==> config.mk <==
export PLATFORM = sky130hd
export DESIGN_NAME = lws_front
export DESIGN_NICKNAME = d
export VERILOG_FILES = /design/src/sv/lws_pkg.sv /design/src/sv/lws_front.sv
export SDC_FILE = /design/constraint.sdc
export NUM_CORES = 1
export LEC_CHECK = 0
export BUFFER_PORTS_ARGS = -buffer_cell sky130_fd_sc_hd__buf_2
export CORE_UTILIZATION = 44
export DETAILED_ROUTE_END_ITERATION = 10
export GPL_TIMING_DRIVEN = 0
export PLACE_DENSITY = 0.66
export SYNTH_ARGS = -nofsm -noshare
export SYNTH_HDL_FRONTEND = slang
export SYNTH_SLANG_ARGS = --single-unit
==> constraint.sdc <==
create_clock -name clk -period 3.3 [get_ports clk]
set_clock_uncertainty 0.05 [all_clocks]
set_input_delay 0.33 -clock clk [delete_from_list [all_inputs] [get_ports clk]]
set_output_delay 0.33 -clock clk [all_outputs]
set_load 0.005 [all_outputs]
==> src/sv/lws_pkg.sv <==
// ----------------------------------------------------------------------------
// lws_pkg
// Shared sizes, types and state codes for the longest window sum block.
// ----------------------------------------------------------------------------
package lws_pkg;

    // sizing
    localparam int MAX_ITEMS  = 1024;
    localparam int VALUE_BITS = 32;
    localparam int IN_W       = 32;
    localparam int SUM_W      = 48;
    localparam int LEN_W      = 11;
    localparam int VAL_W      = (VALUE_BITS < IN_W) ? VALUE_BITS : IN_W;
    localparam int CNT_W      = $clog2(MAX_ITEMS + 1);
    localparam int IDX_W      = (MAX_ITEMS > 1) ? $clog2(MAX_ITEMS) : 1;
    localparam int RAM_AW     = IDX_W + 1;
    localparam int RAM_DEPTH  = 2 ** RAM_AW;

    localparam logic [SUM_W-1:0] SUM_MAX = '1;

    // one finished set waiting for the scan
    typedef struct packed {
        logic             bank;
        logic [CNT_W-1:0] count;
        logic             dropped;
    } job_t;

    // prefix store write
    typedef struct packed {
        logic              en;
        logic [RAM_AW-1:0] addr;
        logic [SUM_W-1:0]  data;
    } ram_wr_t;

    // scan sequencer states
    typedef enum logic [3:0] {
        SC_IDLE = 4'b0001,
        SC_READ = 4'b0010,
        SC_EVAL = 4'b0100,
        SC_DONE = 4'b1000
    } scan_state_t;

endpackage

==> src/sv/lws_front.sv <==
// ----------------------------------------------------------------------------
// lws_front
// Accepts words, builds saturating prefix sums into the free bank of the
// prefix store and hands each finished set to the job queue.
// ----------------------------------------------------------------------------
module lws_front import lws_pkg::*; (
    input  logic            clk,
    input  logic            rst_n,
    input  logic            start,
    input  logic [IN_W-1:0] item_value,
    input  logic            last_item,
    input  logic            q_full,
    output logic            busy,
    output ram_wr_t         ram_wr,
    output logic            job_push,
    output job_t            job
);

    logic [SUM_W-1:0] total_reg, total_next;
    logic [CNT_W-1:0] held_reg, held_next;
    logic             dropped_reg, dropped_next;
    logic             bank_reg, bank_next;

    logic             accept;
    logic             store_ok;
    logic [SUM_W:0]   sum_ext;
    logic [SUM_W-1:0] sum_sat;

    // handshake: stall only when both banks wait for the scan
    assign busy   = q_full;
    assign accept = start & ~q_full;

    // saturating running total
    assign store_ok = (held_reg < CNT_W'(MAX_ITEMS));
    assign sum_ext  = {1'b0, total_reg} + (SUM_W + 1)'(item_value[VAL_W-1:0]);
    assign sum_sat  = sum_ext[SUM_W] ? SUM_MAX : sum_ext[SUM_W-1:0];

    // prefix store write
    assign ram_wr.en   = accept & store_ok;
    assign ram_wr.addr = {bank_reg, held_reg[IDX_W-1:0]};
    assign ram_wr.data = sum_sat;

    // job for the scan
    assign job_push    = accept & last_item;
    assign job.bank    = bank_reg;
    assign job.count   = store_ok ? (held_reg + CNT_W'(1)) : held_reg;
    assign job.dropped = dropped_reg | ~store_ok;

    // set bookkeeping
    always_comb
    begin
        total_next   = total_reg;
        held_next    = held_reg;
        dropped_next = dropped_reg;
        bank_next    = bank_reg;
        if (accept)
        begin
            if (last_item)
            begin
                total_next   = '0;
                held_next    = '0;
                dropped_next = 1'b0;
                bank_next    = ~bank_reg;
            end
            else if (store_ok)
            begin
                total_next = sum_sat;
                held_next  = held_reg + CNT_W'(1);
            end
            else
            begin
                dropped_next = 1'b1;
            end
        end
    end

    always_ff @(posedge clk or negedge rst_n)
    begin
        if (!rst_n)
        begin
            total_reg   <= '0;
            held_reg    <= '0;
            dropped_reg <= 1'b0;
            bank_reg    <= 1'b0;
        end
        else
        begin
            total_reg   <= total_next;
            held_reg    <= held_next;
            dropped_reg <= dropped_next;
            bank_reg    <= bank_next;
        end
    end

endmodule

==> metrics <==
Fin. Hold Viols=0; Reg2Reg Depth=17; DRT Wirelength=approximately 15000 um; crit path from=total_reg[0]; fin area=0.006825 mm^2; Peak VDD IR=369.0 uV; CP Buf/Inv Count=2; Worst EP arrival=between 3 and 4 ns; Worst Tran Pin Value=0.8323 ns; routing usage on met2=around two fifths; top cell type's share of synthesized area=between 30% and 40%; GR Util met3=around 4.3%; vias in the first global route=between 4000 and 5000; DR WL/cell=16.53 um; MaxCap Viol Count=0; vias post-DR=5276; Slew Viols, Final=0; worst-path cell chain=ha_4 -> fa_2 -> a211oi_2 -> o211ai_1 -> nand3_1 -> a21boi_2 -> o31a_1 -> nand2_4 -> buf_6 -> nand2_2 -> mux2_4 -> buf_6; total grt overflow=0; Async S/R FF share, synth=100.0%; synth cell count leaders=nand2_1, dfrtp_1, a21oi_1; Setup crit start kind=register; vias per cell=5.779; DR iter-0 viols=between 200 and 300; run status=finished, violations left; dpl cells=between 800 and 900; clk root buf=clkbuf_16; I/O Buffers=around 110; fin crit share=106.7%; kind of critical path=reg2out; post-synthesis sequential area ratio=between 30% and 40%; most frequent CP cell=buf_6; Period minus WS final=roughly 3.5 ns; RD Place Congestion=roughly 0.86; # DRC=0; reg-to-reg slack, setup=-0.11 ns; htree depth=3; slowest cell on the critical path=dfrtp_1; Max Root-Sink Buffers=2; Setup crit end kind=output pin; die width=between 100 and 150 um; Ports=112; #FFs+latches synth=61; total die area=around 0.012 mm^2; ant diodes=0; Synth area leader=dfrtp_1; initial antenna violation count=0; CTS Buf Count=9; standard-cell rows=38; post-layout util=61.88%; Final ANT Viol Nets=0; pin count of the biggest net entering global routing=just over 60; Clock Latency Late Sink=around 0.33 ns; Area after DPL=about 0.0058 mm^2; final cell count without fillers=913; power per cell area=561.9 mW/mm^2; M1 GR Usage=33.82%; Min-Delay Path Class=in2async; Initial Util=between 40% and 50%; Post-synth EDFFs=0; first-pass GRT wire length=23320 um; critical path peak fanout=5; synth top area cells=dfrtp_1, ha_1, nand2_1; First-pass DRT Iterations=5; Layout Nets=840; setup violators final=49; Leak=about 3.4 nW; CTS tree=yes; critical path data required time=roughly 3 ns; hpwl dp=between 10000 and 15000 um; syn nets=a little under 700; Syn. warnings=0; Synth Instances=a little over 600; synthesized area=0.005052 mm^2; TNS Setup=-6.165 ns; max incr delay on CP=slightly above 0.4 ns; core area=approximately 0.011 mm^2; Final WS setup=-0.2206 ns; Total GRT Usage=approximately a quarter; proportion of layout cells with a drive suffix above 1=slightly above 30%; worst r2r dst=total_reg[32]; clock sink total=61; Unique masters post-synth=62; number of flip-flops in the largest register=between 40 and 50; Worst-path clk slew=about 0.06 ns; CP delay by family, top=compound AO/OA/AOI/OAI gates; unrepaired setup endpoints after global routing=yes; most frequent cell after synthesis=nand2_1; synthesis-to-layout area growth=35.09%; Avg Cell Area, Syn=a little over 8 um^2; Die Y=109.2 um; worst r2r src=total_reg[3]; GR peak layer=met2; Final Total Pwr=about 3.8 mW; failing checks=negative setup slack; Max Freq=~280 MHz; Slew HR=~45%; Main synth FF type=dfrtp_1
## how the worst max path moves through the flow
stage / endpoint / slack, ns / depth (start not counted)
global route: ram_wr[47] / -0.35 / 12
global placement: ram_wr[43] / -0.44 / 13
floorplan: ram_wr[43] / 0.30 / 11
detailed placement: ram_wr[43] / -0.49 / 13
CTS: ram_wr[36] / -0.22 / 11
finish: ram_wr[36] / -0.22 / 12
## stage by stage
step / hold WS [ns] / worst slack [ns]
finish: 0.03841 / -0.2206
CTS: 0.08242 / -0.2184
detailed placement: 0.4348 / -0.4902
global placement: 0.4332 / -0.4356
global route: 0.1216 / -0.3498
floorplan: -0.01559 / 0.2958
## cell type report
type,instances,area (um^2)
buffer,42,256.5
clock buffer,11,252.7
clock inverter,4,47.55
fill,968,4205
inverter,13,48.80
multi-input combinational,501,3548
sequential,61,1526
tap,140,175.2
timing repair buffer,141,969.7
## kinds of logic (layout without fill, tap and decap cells)
| kind of cell | count (synthesis) | after routing | share of synthesized area (%) |
|---|---|---|---|
| multiplexers | 7 | 7 | 1.486 |
| adder cells (fa/ha/maj) | 34 | 34 | 8.569 |
| flip-flops | 61 | 61 | 30.21 |
| buffers and inverters | 59 | 211 | 5.473 |
| AND/OR/NAND/NOR | 217 | 217 | 19.84 |
| XOR/XNOR | 44 | 44 | 7.628 |
| AO/OA/AOI/OAI | 199 | 199 | 26.80 |
## report_power, final
| part | leakage (nW) | switching (mW) | internal, mW |
|---|---|---|---|
| clock | 0.147 | 0.372 | 0.620 |
| sequential | 0.818 | 0.0836 | 0.855 |
| combinational | 2.40 | 0.989 | 0.915 |
| total | 3.37 | 1.44 | 2.39 |
## routing by layer
metal | vias to the layer above | share of wire, %
li1 | 2534 | -
met1 | 2546 | 46
met2 | 184 | 47
met3 | 12 | 6.7
met4 | 0 | 0.83
met5 | - | 0
## timing repair
item                                    in CTS  in global routing
endpoints found under the setup margin      72                 49
pin swaps                                   18                  8
cloned                                       1                  0
hold buffers                                 0                  0
resized for setup                           80                 40
buffers inserted                            23                  6
## layout by cell type, fill, tap and decap left out, types with 9 or more instances in the layout
cell / count
clkbuf_16: 9
a22o_1: 33
dfrtp_1: 61
nor2_1: 37
a21oi_1: 51
xor2_1: 18
xnor2_1: 25
o21ai_1: 10
buf_6: 25
clkbuf_1: 23
inv_1: 12
nand3_1: 19
buf_2: 92
nand2_2: 10
nand2_4: 17
a21o_1: 15
nand2_1: 73
buf_4: 36
ha_1: 30
o21ai_0: 33
nand4_1: 15
Note: power is estimated with default switching activity, not from simulation.
