`src/sv/lws_pkg.sv`:
```
// ----------------------------------------------------------------------------
// lws_pkg
// Shared sizes, types and state codes for the longest window sum block.
// ----------------------------------------------------------------------------
package lws_pkg;

    // sizing
    localparam int MAX_ITEMS  = 1024;
    localparam int VALUE_BITS = 32;
    localparam int IN_W       = 32;
    localparam int SUM_W      = 48;
    localparam int LEN_W      = 11;
    localparam int VAL_W      = (VALUE_BITS < IN_W) ? VALUE_BITS : IN_W;
    localparam int CNT_W      = $clog2(MAX_ITEMS + 1);
    localparam int IDX_W      = (MAX_ITEMS > 1) ? $clog2(MAX_ITEMS) : 1;
    localparam int RAM_AW     = IDX_W + 1;
    localparam int RAM_DEPTH  = 2 ** RAM_AW;

    localparam logic [SUM_W-1:0] SUM_MAX = '1;

    // one finished set waiting for the scan
    typedef struct packed {
        logic             bank;
        logic [CNT_W-1:0] count;
        logic             dropped;
    } job_t;

    // prefix store write
    typedef struct packed {
        logic              en;
        logic [RAM_AW-1:0] addr;
        logic [SUM_W-1:0]  data;
    } ram_wr_t;

    // scan sequencer states
    typedef enum logic [3:0] {
        SC_IDLE = 4'b0001,
        SC_READ = 4'b0010,
        SC_EVAL = 4'b0100,
        SC_DONE = 4'b1000
    } scan_state_t;

endpackage

```
`src/sv/lws_job_queue.sv`:
```
// ----------------------------------------------------------------------------
// lws_job_queue
// Two-entry queue of finished sets; an entry stays at the head until its
// scan is done, so the count is the number of banks owned by the scan.
// ----------------------------------------------------------------------------
module lws_job_queue import lws_pkg::*; (
    input  logic clk,
    input  logic rst_n,
    input  logic push,
    input  job_t push_job,
    input  logic pop,
    output logic full,
    output logic head_valid,
    output job_t head_job
);

    job_t       entry_reg [2];
    logic       wr_ptr_reg, wr_ptr_next;
    logic       rd_ptr_reg, rd_ptr_next;
    logic [1:0] count_reg, count_next;

    assign full       = (count_reg == 2'd2);
    assign head_valid = (count_reg != 2'd0);
    assign head_job   = entry_reg[rd_ptr_reg];

    // pointers and fill level
    always_comb
    begin
        wr_ptr_next = push ? ~wr_ptr_reg : wr_ptr_reg;
        rd_ptr_next = pop ? ~rd_ptr_reg : rd_ptr_reg;
        count_next  = count_reg;
        if (push && !pop)
        begin
            count_next = count_reg + 2'd1;
        end
        else if (pop && !push)
        begin
            count_next = count_reg - 2'd1;
        end
    end

    always_ff @(posedge clk or negedge rst_n)
    begin
        if (!rst_n)
        begin
            wr_ptr_reg <= 1'b0;
            rd_ptr_reg <= 1'b0;
            count_reg  <= 2'd0;
        end
        else
        begin
            wr_ptr_reg <= wr_ptr_next;
            rd_ptr_reg <= rd_ptr_next;
            count_reg  <= count_next;
        end
    end

    // entry storage
    always_ff @(posedge clk)
    begin
        if (push)
        begin
            entry_reg[wr_ptr_reg] <= push_job;
        end
    end

    a_no_push_when_full: assert property (@(posedge clk) disable iff (!rst_n)
        push |-> !full)
        else $error("job pushed into a full queue");

    a_pop_needs_entry: assert property (@(posedge clk) disable iff (!rst_n)
        pop |-> head_valid)
        else $error("job popped from an empty queue");

endmodule

```
`config.mk`:
```
export PLATFORM = sky130hd
export DESIGN_NAME = lws_job_queue
export DESIGN_NICKNAME = d
export VERILOG_FILES = /design/src/sv/lws_pkg.sv /design/src/sv/lws_job_queue.sv
export SDC_FILE = /design/constraint.sdc
export NUM_CORES = 1
export LEC_CHECK = 0
export ABC_AREA = 0
export BUFFER_PORTS_ARGS = -buffer_cell sky130_fd_sc_hd__buf_4
export CAP_MARGIN = 20
export CORE_UTILIZATION = 56
export CTS_BUF_LIST = sky130_fd_sc_hd__clkbuf_8
export DETAILED_ROUTE_END_ITERATION = 10
export PLACE_DENSITY = 0.84
export SYNTH_ARGS = -nofsm -noshare
export SYNTH_HDL_FRONTEND = slang
export SYNTH_SLANG_ARGS = --single-unit
```
`constraint.sdc`:
```
create_clock -name clk -period 2.94 [get_ports clk]
set_input_delay 0.294 -clock clk [delete_from_list [all_inputs] [get_ports clk]]
set_output_delay 0.294 -clock clk [all_outputs]
set_load 0.01 [all_outputs]
```
==> flow_metrics.tcl, run 1 <==
set metrics [dict create \
    status "completed" \
    vias 602 \
    synth_area_leaders "edfxtp_1 69%, mux2_2 13%, dfrtp_1 8.9%" \
    top_usage_layer "met2" \
    arrival_ns 1.51 \
    ant_nets 0 \
    wl_per_cell_um 14.2 \
    layout-drive-gt1-share_pct 54.2 \
    synth-seq-cells 30 \
    cts_setup_buffers 0 \
    drtPass1Iterations 4 \
    grtUsageMet1_pct 18.6 \
    initial_utilization_pct 62.6 \
    cts_tree "yes" \
    dieWidth_um 46.9 \
    p_leak_nw 0.592 \
    period_needed_ns 1.80 \
    pin_count 32 \
    worstPathMaxFanout 14 \
    final_area_sq_um 1480 \
    grtUsageMet2_pct 27.5 \
    worst_ep_required_time_ns 2.65 \
    core_area_sq_um 1800 \
    min_path_cells 2 \
    fill_cells 106 \
    drc 0 \
    avgViaCountPerCell 4.98 \
    multi_input_area_sq_um 231 \
    hp-start "pop" \
    maxCapViolCount 0 \
    worstHoldPathType "input port to flop" \
    synth.distinct_cells 12 \
    post-dp-hpwl_um 1100 \
    ctsLongestPathBuffers 2 \
    worstReg2RegStart "wr_ptr_reg" \
    finalHoldViolCount 0 \
    p_comb_share_pct 29.8 \
    largest_reg_flops 26 \
    layout-area-overhead-vs-synth_pct 31.2 \
    r2r_end "entry_reg[0][12]" \
    hold_path_end "rd_ptr_reg" \
    tightest_slew_ns 0.601 \
    min_period_over_period_pct 61.4 \
    setup_viol 0 \
    power_frac_seq_pct 48.4 \
    gp_congestion 0.642 \
    grt_util_all_layers_pct 17.8 \
    path_class "flop to output port" \
    htreeDepth 2 \
    synth_largest_area_cell "edfxtp_1" \
    regArea_sq_um 881 \
    ff2ff_path_depth 2 \
    placed_cells 112 \
    drt_iter0_markers 7 \
    cp-start-kind "flop" \
    irDropWorstVdd_mv 0.754 \
    cts_sinks 30 \
    max-slew-margin-rel_pct 59.9 \
    cts_made_buffers 5 \
    finalSetupTns_ns 0 \
    yosysSeqAreaShare_pct 78.1 \
    placed_area_sq_um 1390 \
    synth_area_sq_um 1130 \
    routed_wl_um 1720 \
    clock_skew_ns 0.00367 \
    nets 113 \
    sw_frac_of_total_pct 27.7 \
    p_sw_w 0.000370 \
    power-per-cell-area_nw_per_um2 904 \
    stdcell_count 121 \
    final-max-slew-violation-count 0 \
    synth_top_area_share_pct 69.3 \
    rrSetupSlack_ns 1.55 \
    clkTransAtPathRegs_ns 0.06 \
    power.clock.fraction_pct 21.9 \
    cts_root_buffer "clkbuf_8" \
    grt_pass1_vias 566 \
    holdBufCountCts 1 \
    diodes 0 \
    rsz0062_at_grt "no" \
    yosysWarnings 0 \
    grt_overflow 0 \
    grt_max_degree 15 \
    fp.dieH_um 46.9 \
    gr-usage-met3_pct 8.46 \
    core.rowCount 15 \
    synth_nets 74 \
    clk_latency_ns 0.27 \
    io_buffers 31 \
    internal_power_w 0.000967 \
    syn-instance-count 56 \
    antenna_found_initial 0 \
    dieArea_sq_um 2200 \
    grt_pass1_wl_um 2390 \
    cts-resized-gates 0 \
    syn-mean-instance-area_sq_um 20.1 \
    crit_path_end_kind "output port" \
    timing.fmax_mhz 554 \
]
==> cells in the mapped netlist (all sizes together) <==
| cell type | instances |
|---|---|
| edfxtp | 26 |
| xor2 | 4 |
| inv | 1 |
| or2 | 1 |
| ha | 1 |
| nor2b | 2 |
| buf | 1 |
| mux2 | 13 |
| nor2 | 1 |
| dfrtp | 4 |
| and2 | 1 |
| xnor2 | 1 |
==> routing by layer <==
layer | part of all wire, % | wire length [um]
met4 | 1.2 | 21
met2 | 52 | 898
met5 | 0 | 0
met3 | 5.7 | 99
met1 | 41 | 704
==> layout by cell type (no fill, tap or decap), drive strengths merged, types with 2 or more instances in the layout <==
cell type / netlist / routed
inv: 1 / 2
dfrtp: 4 / 4
clkinv: 0 / 2
nor2b: 2 / 2
buf: 1 / 32
edfxtp: 26 / 26
mux2: 13 / 13
xor2: 4 / 4
clkbuf: 0 / 5
==> critical path, stage by stage (launching register included) <==
cell     delay (ns)
dfrtp_1        0.69
mux2_2         0.40
buf_4          0.14
==> cell families (layout without fill, tap and decap cells) <==
| group | after synthesis | after routing | synth area share (%) |
|---|---|---|---|
| buffers and inverters | 2 | 42 | 1.33 |
| and+or+nand+nor | 5 | 5 | 2.55 |
| muxes | 13 | 13 | 13.0 |
| DFF | 30 | 30 | 78.1 |
| xor gates and xnor gates | 5 | 5 | 3.88 |
| adders and majority gates | 1 | 1 | 1.11 |
==> layout make-up <==
class                           count  area share, %
Timing Repair Buffer               33           16.9
Clock buffer                        5           4.65
Multi-Input combinational cell     24           15.7
Inverter                            1          0.254
Tap cell                           25           2.12
Sequential cell                    30           59.6
Clock inverter                      3          0.846
==> worst max path at each step <==
stage	from	end	cells after the start
after floorplan	wr_ptr_reg	entry_reg[0][0]	1
after global placement	rd_ptr_reg	head_job[2]	2
after detailed placement	rd_ptr_reg	head_job[1]	2
after CTS	rd_ptr_reg	head_job[1]	2
after global routing	rd_ptr_reg	head_job[9]	2
final	rd_ptr_reg	head_job[0]	2
==> through the flow <==
stage	power, W	setup WS [ns]	utilization (%)	hold WS [ns]
finish	0.00134	1.14	82.1	0.200
global route	0.00140	1.05	82.1	0.193
CTS	0.00135	1.11	82.1	0.195
detailed placement	0.00105	1.41	77.0	0.0945
global placement	0.00104	1.40	77.0	0.0925
floorplan	0.000870	1.55	-	-0.00159
==> power by group through the flow <==
stage | Clock (W) | Sequential, W | Combinational, W
finish | 0.000292 | 0.000646 | 0.000398
global route | 0.000316 | 0.000659 | 0.000421
CTS | 0.000298 | 0.000648 | 0.000402
detailed placement | 0 | 0.000654 | 0.000397
global placement | 0 | 0.000650 | 0.000389
floorplan | 0 | 0.000618 | 0.000252
Power figures use the tool's default switching activity.
==> inputs of run 2 (changes only) <==
--- a/config.mk
+++ b/config.mk
@@ -5,13 +5,13 @@
 export SDC_FILE = /design/constraint.sdc
 export NUM_CORES = 1
 export LEC_CHECK = 0
-export ABC_AREA = 0
+export ABC_AREA = 1
 export BUFFER_PORTS_ARGS = -buffer_cell sky130_fd_sc_hd__buf_4
 export CAP_MARGIN = 20
-export CORE_UTILIZATION = 56
+export CORE_UTILIZATION = 47
 export CTS_BUF_LIST = sky130_fd_sc_hd__clkbuf_8
 export DETAILED_ROUTE_END_ITERATION = 10
-export PLACE_DENSITY = 0.84
+export PLACE_DENSITY = 0.75
 export SYNTH_ARGS = -nofsm -noshare
 export SYNTH_HDL_FRONTEND = slang
 export SYNTH_SLANG_ARGS = --single-unit
==> constraint.sdc (replaced) <==
create_clock -name clk -period 1.4 [get_ports clk]
set_input_delay 0.14 -clock clk [delete_from_list [all_inputs] [get_ports clk]]
set_output_delay 0.14 -clock clk [all_outputs]
set_load 0.01 [all_outputs]
==> run 2 against run 1 <==
The run now ends with negative setup slack left; worst setup slack worse by 1.2 ns; via count rose by 9.6%; routed wire length increased by 15%; clock-buffer cell count grew 1; cell count grew 15%; critical path depth increased by 1; largest cell class unchanged; sequential power rose by 100%.
==> flow_metrics.tcl, run 2 <==
set metrics [dict create \
    antenna_found_initial 0 \
    max-slew-margin-rel_pct 89.4 \
    routed_wl_um 1990 \
    synth_area_sq_um 1140 \
    power_frac_seq_pct 40.0 \
    synth_nets 83 \
    cp-start-kind "flop" \
    htreeDepth 2 \
    drc 0 \
    finalHoldViolCount 0 \
    yosysSeqAreaShare_pct 76.9 \
    p_leak_nw 0.722 \
    grt_pass1_wl_um 2870 \
    synth_top_area_share_pct 68.2 \
    placed_cells 128 \
    worstHoldPathType "input port to flop" \
    arrival_ns 1.33 \
    fin_ws_ns -0.0704 \
    rsz0062_at_grt "yes" \
    dieArea_sq_um 2640 \
    dieWidth_um 51.4 \
    cts_made_buffers 5 \
    worstPathMaxFanout 6 \
    core.rowCount 17 \
    period_needed_ns 1.47 \
    fp.dieH_um 51.4 \
    yosysMostFrequentCell "edfxtp_1" \
    initial_utilization_pct 50.8 \
    min_period_over_period_pct 105 \
    utilization_pct 73.4 \
    cts_sinks 30 \
    crit_path_cell_trace "clkbuf_16 -> mux2_4 -> buf_6" \
    crit_path_end_kind "output port" \
    final_cell_mix "27 x buf_4, 26 x edfxtp_1, 9 x mux2_4, 9 x buf_6, 8 x inv_1" \
    avgViaCountPerCell 4.75 \
    drt_iter0_markers 8 \
    vias 660 \
    synth-seq-cells 30 \
    setup_viol 13 \
    dp_slack_ns 0.216 \
    clkTransAtPathRegs_ns 0.06 \
    cpMaxStageDelayCell "dfrtp_2" \
    wl_per_cell_um 14.3 \
    timing.fmax_mhz 680 \
    cpPeakStageDelay_ns 0.45 \
    p_comb_share_pct 39.1 \
    worst_ep_required_time_ns 1.26 \
    io_buffers 31 \
    synth.distinct_cells 12 \
    largest_reg_flops 26 \
    layout-area-overhead-vs-synth_pct 44.5 \
    synth_area_leaders "edfxtp_1 68%, mux2_2 13%, dfrtp_1 8.7%" \
    clock_skew_ns 0.00547 \
    stdcell_count 139 \
    violations "negative setup slack" \
    yosysWarnings 0 \
    irDropWorstVdd_mv 1.33 \
    cts_root_buffer "clkbuf_8" \
    post-dp-hpwl_um 1260 \
    ff2ff_path_depth 2 \
    grt_util_all_layers_pct 16.0 \
    power-per-cell-area_nw_per_um2 1970 \
    mostFrequentLayoutCell "buf_4" \
    core_area_sq_um 2250 \
    final-max-slew-violation-count 0 \
    synthArstFlopShare_pct 13.3 \
    synth_largest_area_cell "edfxtp_1" \
    pin_count 32 \
    tightest_slew_ns 0.158 \
    cts_tree "yes" \
    layout-drive-gt1-share_pct 53.2 \
    gp_congestion 0.652 \
    ys.flop_type "edfxtp_1" \
    grt_max_degree 14 \
    diodes 0 \
    path_class "flop to output port" \
    synth_common_cells "26 x edfxtp_1, 13 x mux2_2, 7 x inv_1" \
    status "finished, violations left" \
    clk_latency_ns 0.27 \
    grt_pass1_vias 687 \
    syn-instance-count 65 \
    min_path_cells 2 \
    p_sw_w 0.000893 \
    sw_frac_of_total_pct 27.3 \
    syn-mean-instance-area_sq_um 17.6 \
    ant_nets 0 \
    drtPass1Iterations 4 \
    ctsLongestPathBuffers 2 \
    nets 128 \
    internal_power_w 0.00237 \
    synth_edf_count 26 \
    maxCapViolCount 0 \
    grt_overflow 0 \
    power.clock.fraction_pct 20.9 \
]
## run 2: cell types whose count changed in the layout (fill, tap and decap cells not counted), sizes merged
cell | previous run | this run
and2 | 1 | 0
buf | 32 | 37
clkbuf | 5 | 7
clkinv | 2 | 1
inv | 2 | 8
nand2 | 0 | 6
nand3 | 0 | 1
nand4 | 0 | 1
nor2 | 1 | 2
nor2b | 2 | 0
or2 | 1 | 0
xor2 | 4 | 2
## run 2: through the flow
| stage | power (W) | hold slack (ns) | cell area [sq um] | TNS [ns] |
|---|---|---|---|---|
| final | 0.00327 | 0.0406 | 1650 | -0.635 |
| after global placement | 0.00230 | -0.0613 | 1450 | 0 |
| after global routing | 0.00343 | 0.0350 | 1650 | -1.20 |
| after detailed placement | 0.00232 | -0.0598 | 1450 | 0 |
| after CTS | 0.00304 | 0.0376 | 1560 | -0.628 |
| after floorplan | 0.00183 | -0.156 | 1140 | 0 |
## run 2: power groups by stage
| stage | Sequential (W) | Combinational (W) | Clock [W] |
|---|---|---|---|
| 5_1_grt | 0.00133 | 0.00136 | 0.000743 |
| 6_report | 0.00131 | 0.00128 | 0.000682 |
| 3_5_place_dp | 0.00131 | 0.00102 | 0 |
| 3_3_place_gp | 0.00130 | 0.00100 | 0 |
| 4_1_cts | 0.00129 | 0.00105 | 0.000701 |
| 2_1_floorplan | 0.00129 | 0.000539 | 0 |
## run 2: path summary, 6_finish.rpt
check                                   from               to  slack, ns
max in group asynchronous              rst_n       rd_ptr_reg       1.09
worst min register to register  count_reg[1]     count_reg[1]       0.48
worst max-delay path              rd_ptr_reg      head_job[9]      -0.07
worst min-delay path                     pop       rd_ptr_reg       0.04
min in group asynchronous              rst_n       rd_ptr_reg       0.20
worst max register to register    wr_ptr_reg  entry_reg[0][5]       0.32
## run 2: logic make-up after synthesis
logic type               Yosys count  synth area share (%)
adder cells (fa/ha/maj)            1                  1.09
multiplexers                      13                  12.8
AND/OR/NAND/NOR                   10                  3.61
flip-flops                        30                  76.9
buffers and inverters              8                  3.28
XOR/XNOR                           3                  2.30
## run 2: critical path: cells and delay by family, from the launching register on
| family | cells | cell delay, ns |
|---|---|---|
| multiplexers | 1 | 0.31 |
| flip-flops | 1 | 0.45 |
| buffers and inverters | 2 | 0.30 |
## run 2: metal layers
layer | wire, um | GRT usage, %
met1 | 822 | 17.1
met2 | 1040 | 26.8
met3 | 99 | 6.25
met4 | 28 | 9.46
met5 | 0 | 0
## run 2: cell type report
type | instances | area (sq um)
Sequential cell | 30 | 882
Fill cell | 147 | 601
Timing Repair Buffer | 39 | 359
Multi-Input combinational cell | 27 | 260
Clock buffer | 6 | 82.6
Tap cell | 28 | 35.0
Inverter | 7 | 26.3
Clock inverter | 2 | 8.76
## run 2: what timing repair did
item / CTS / global route
resized for setup: 0 / 19
setup endpoints to repair: 13 / 13
buffers inserted: 1 / 0
hold buffers: 1 / 0
gates cloned: 0 / 1
pin swaps: 0 / 0
endpoints found under the hold margin: 4 / 0
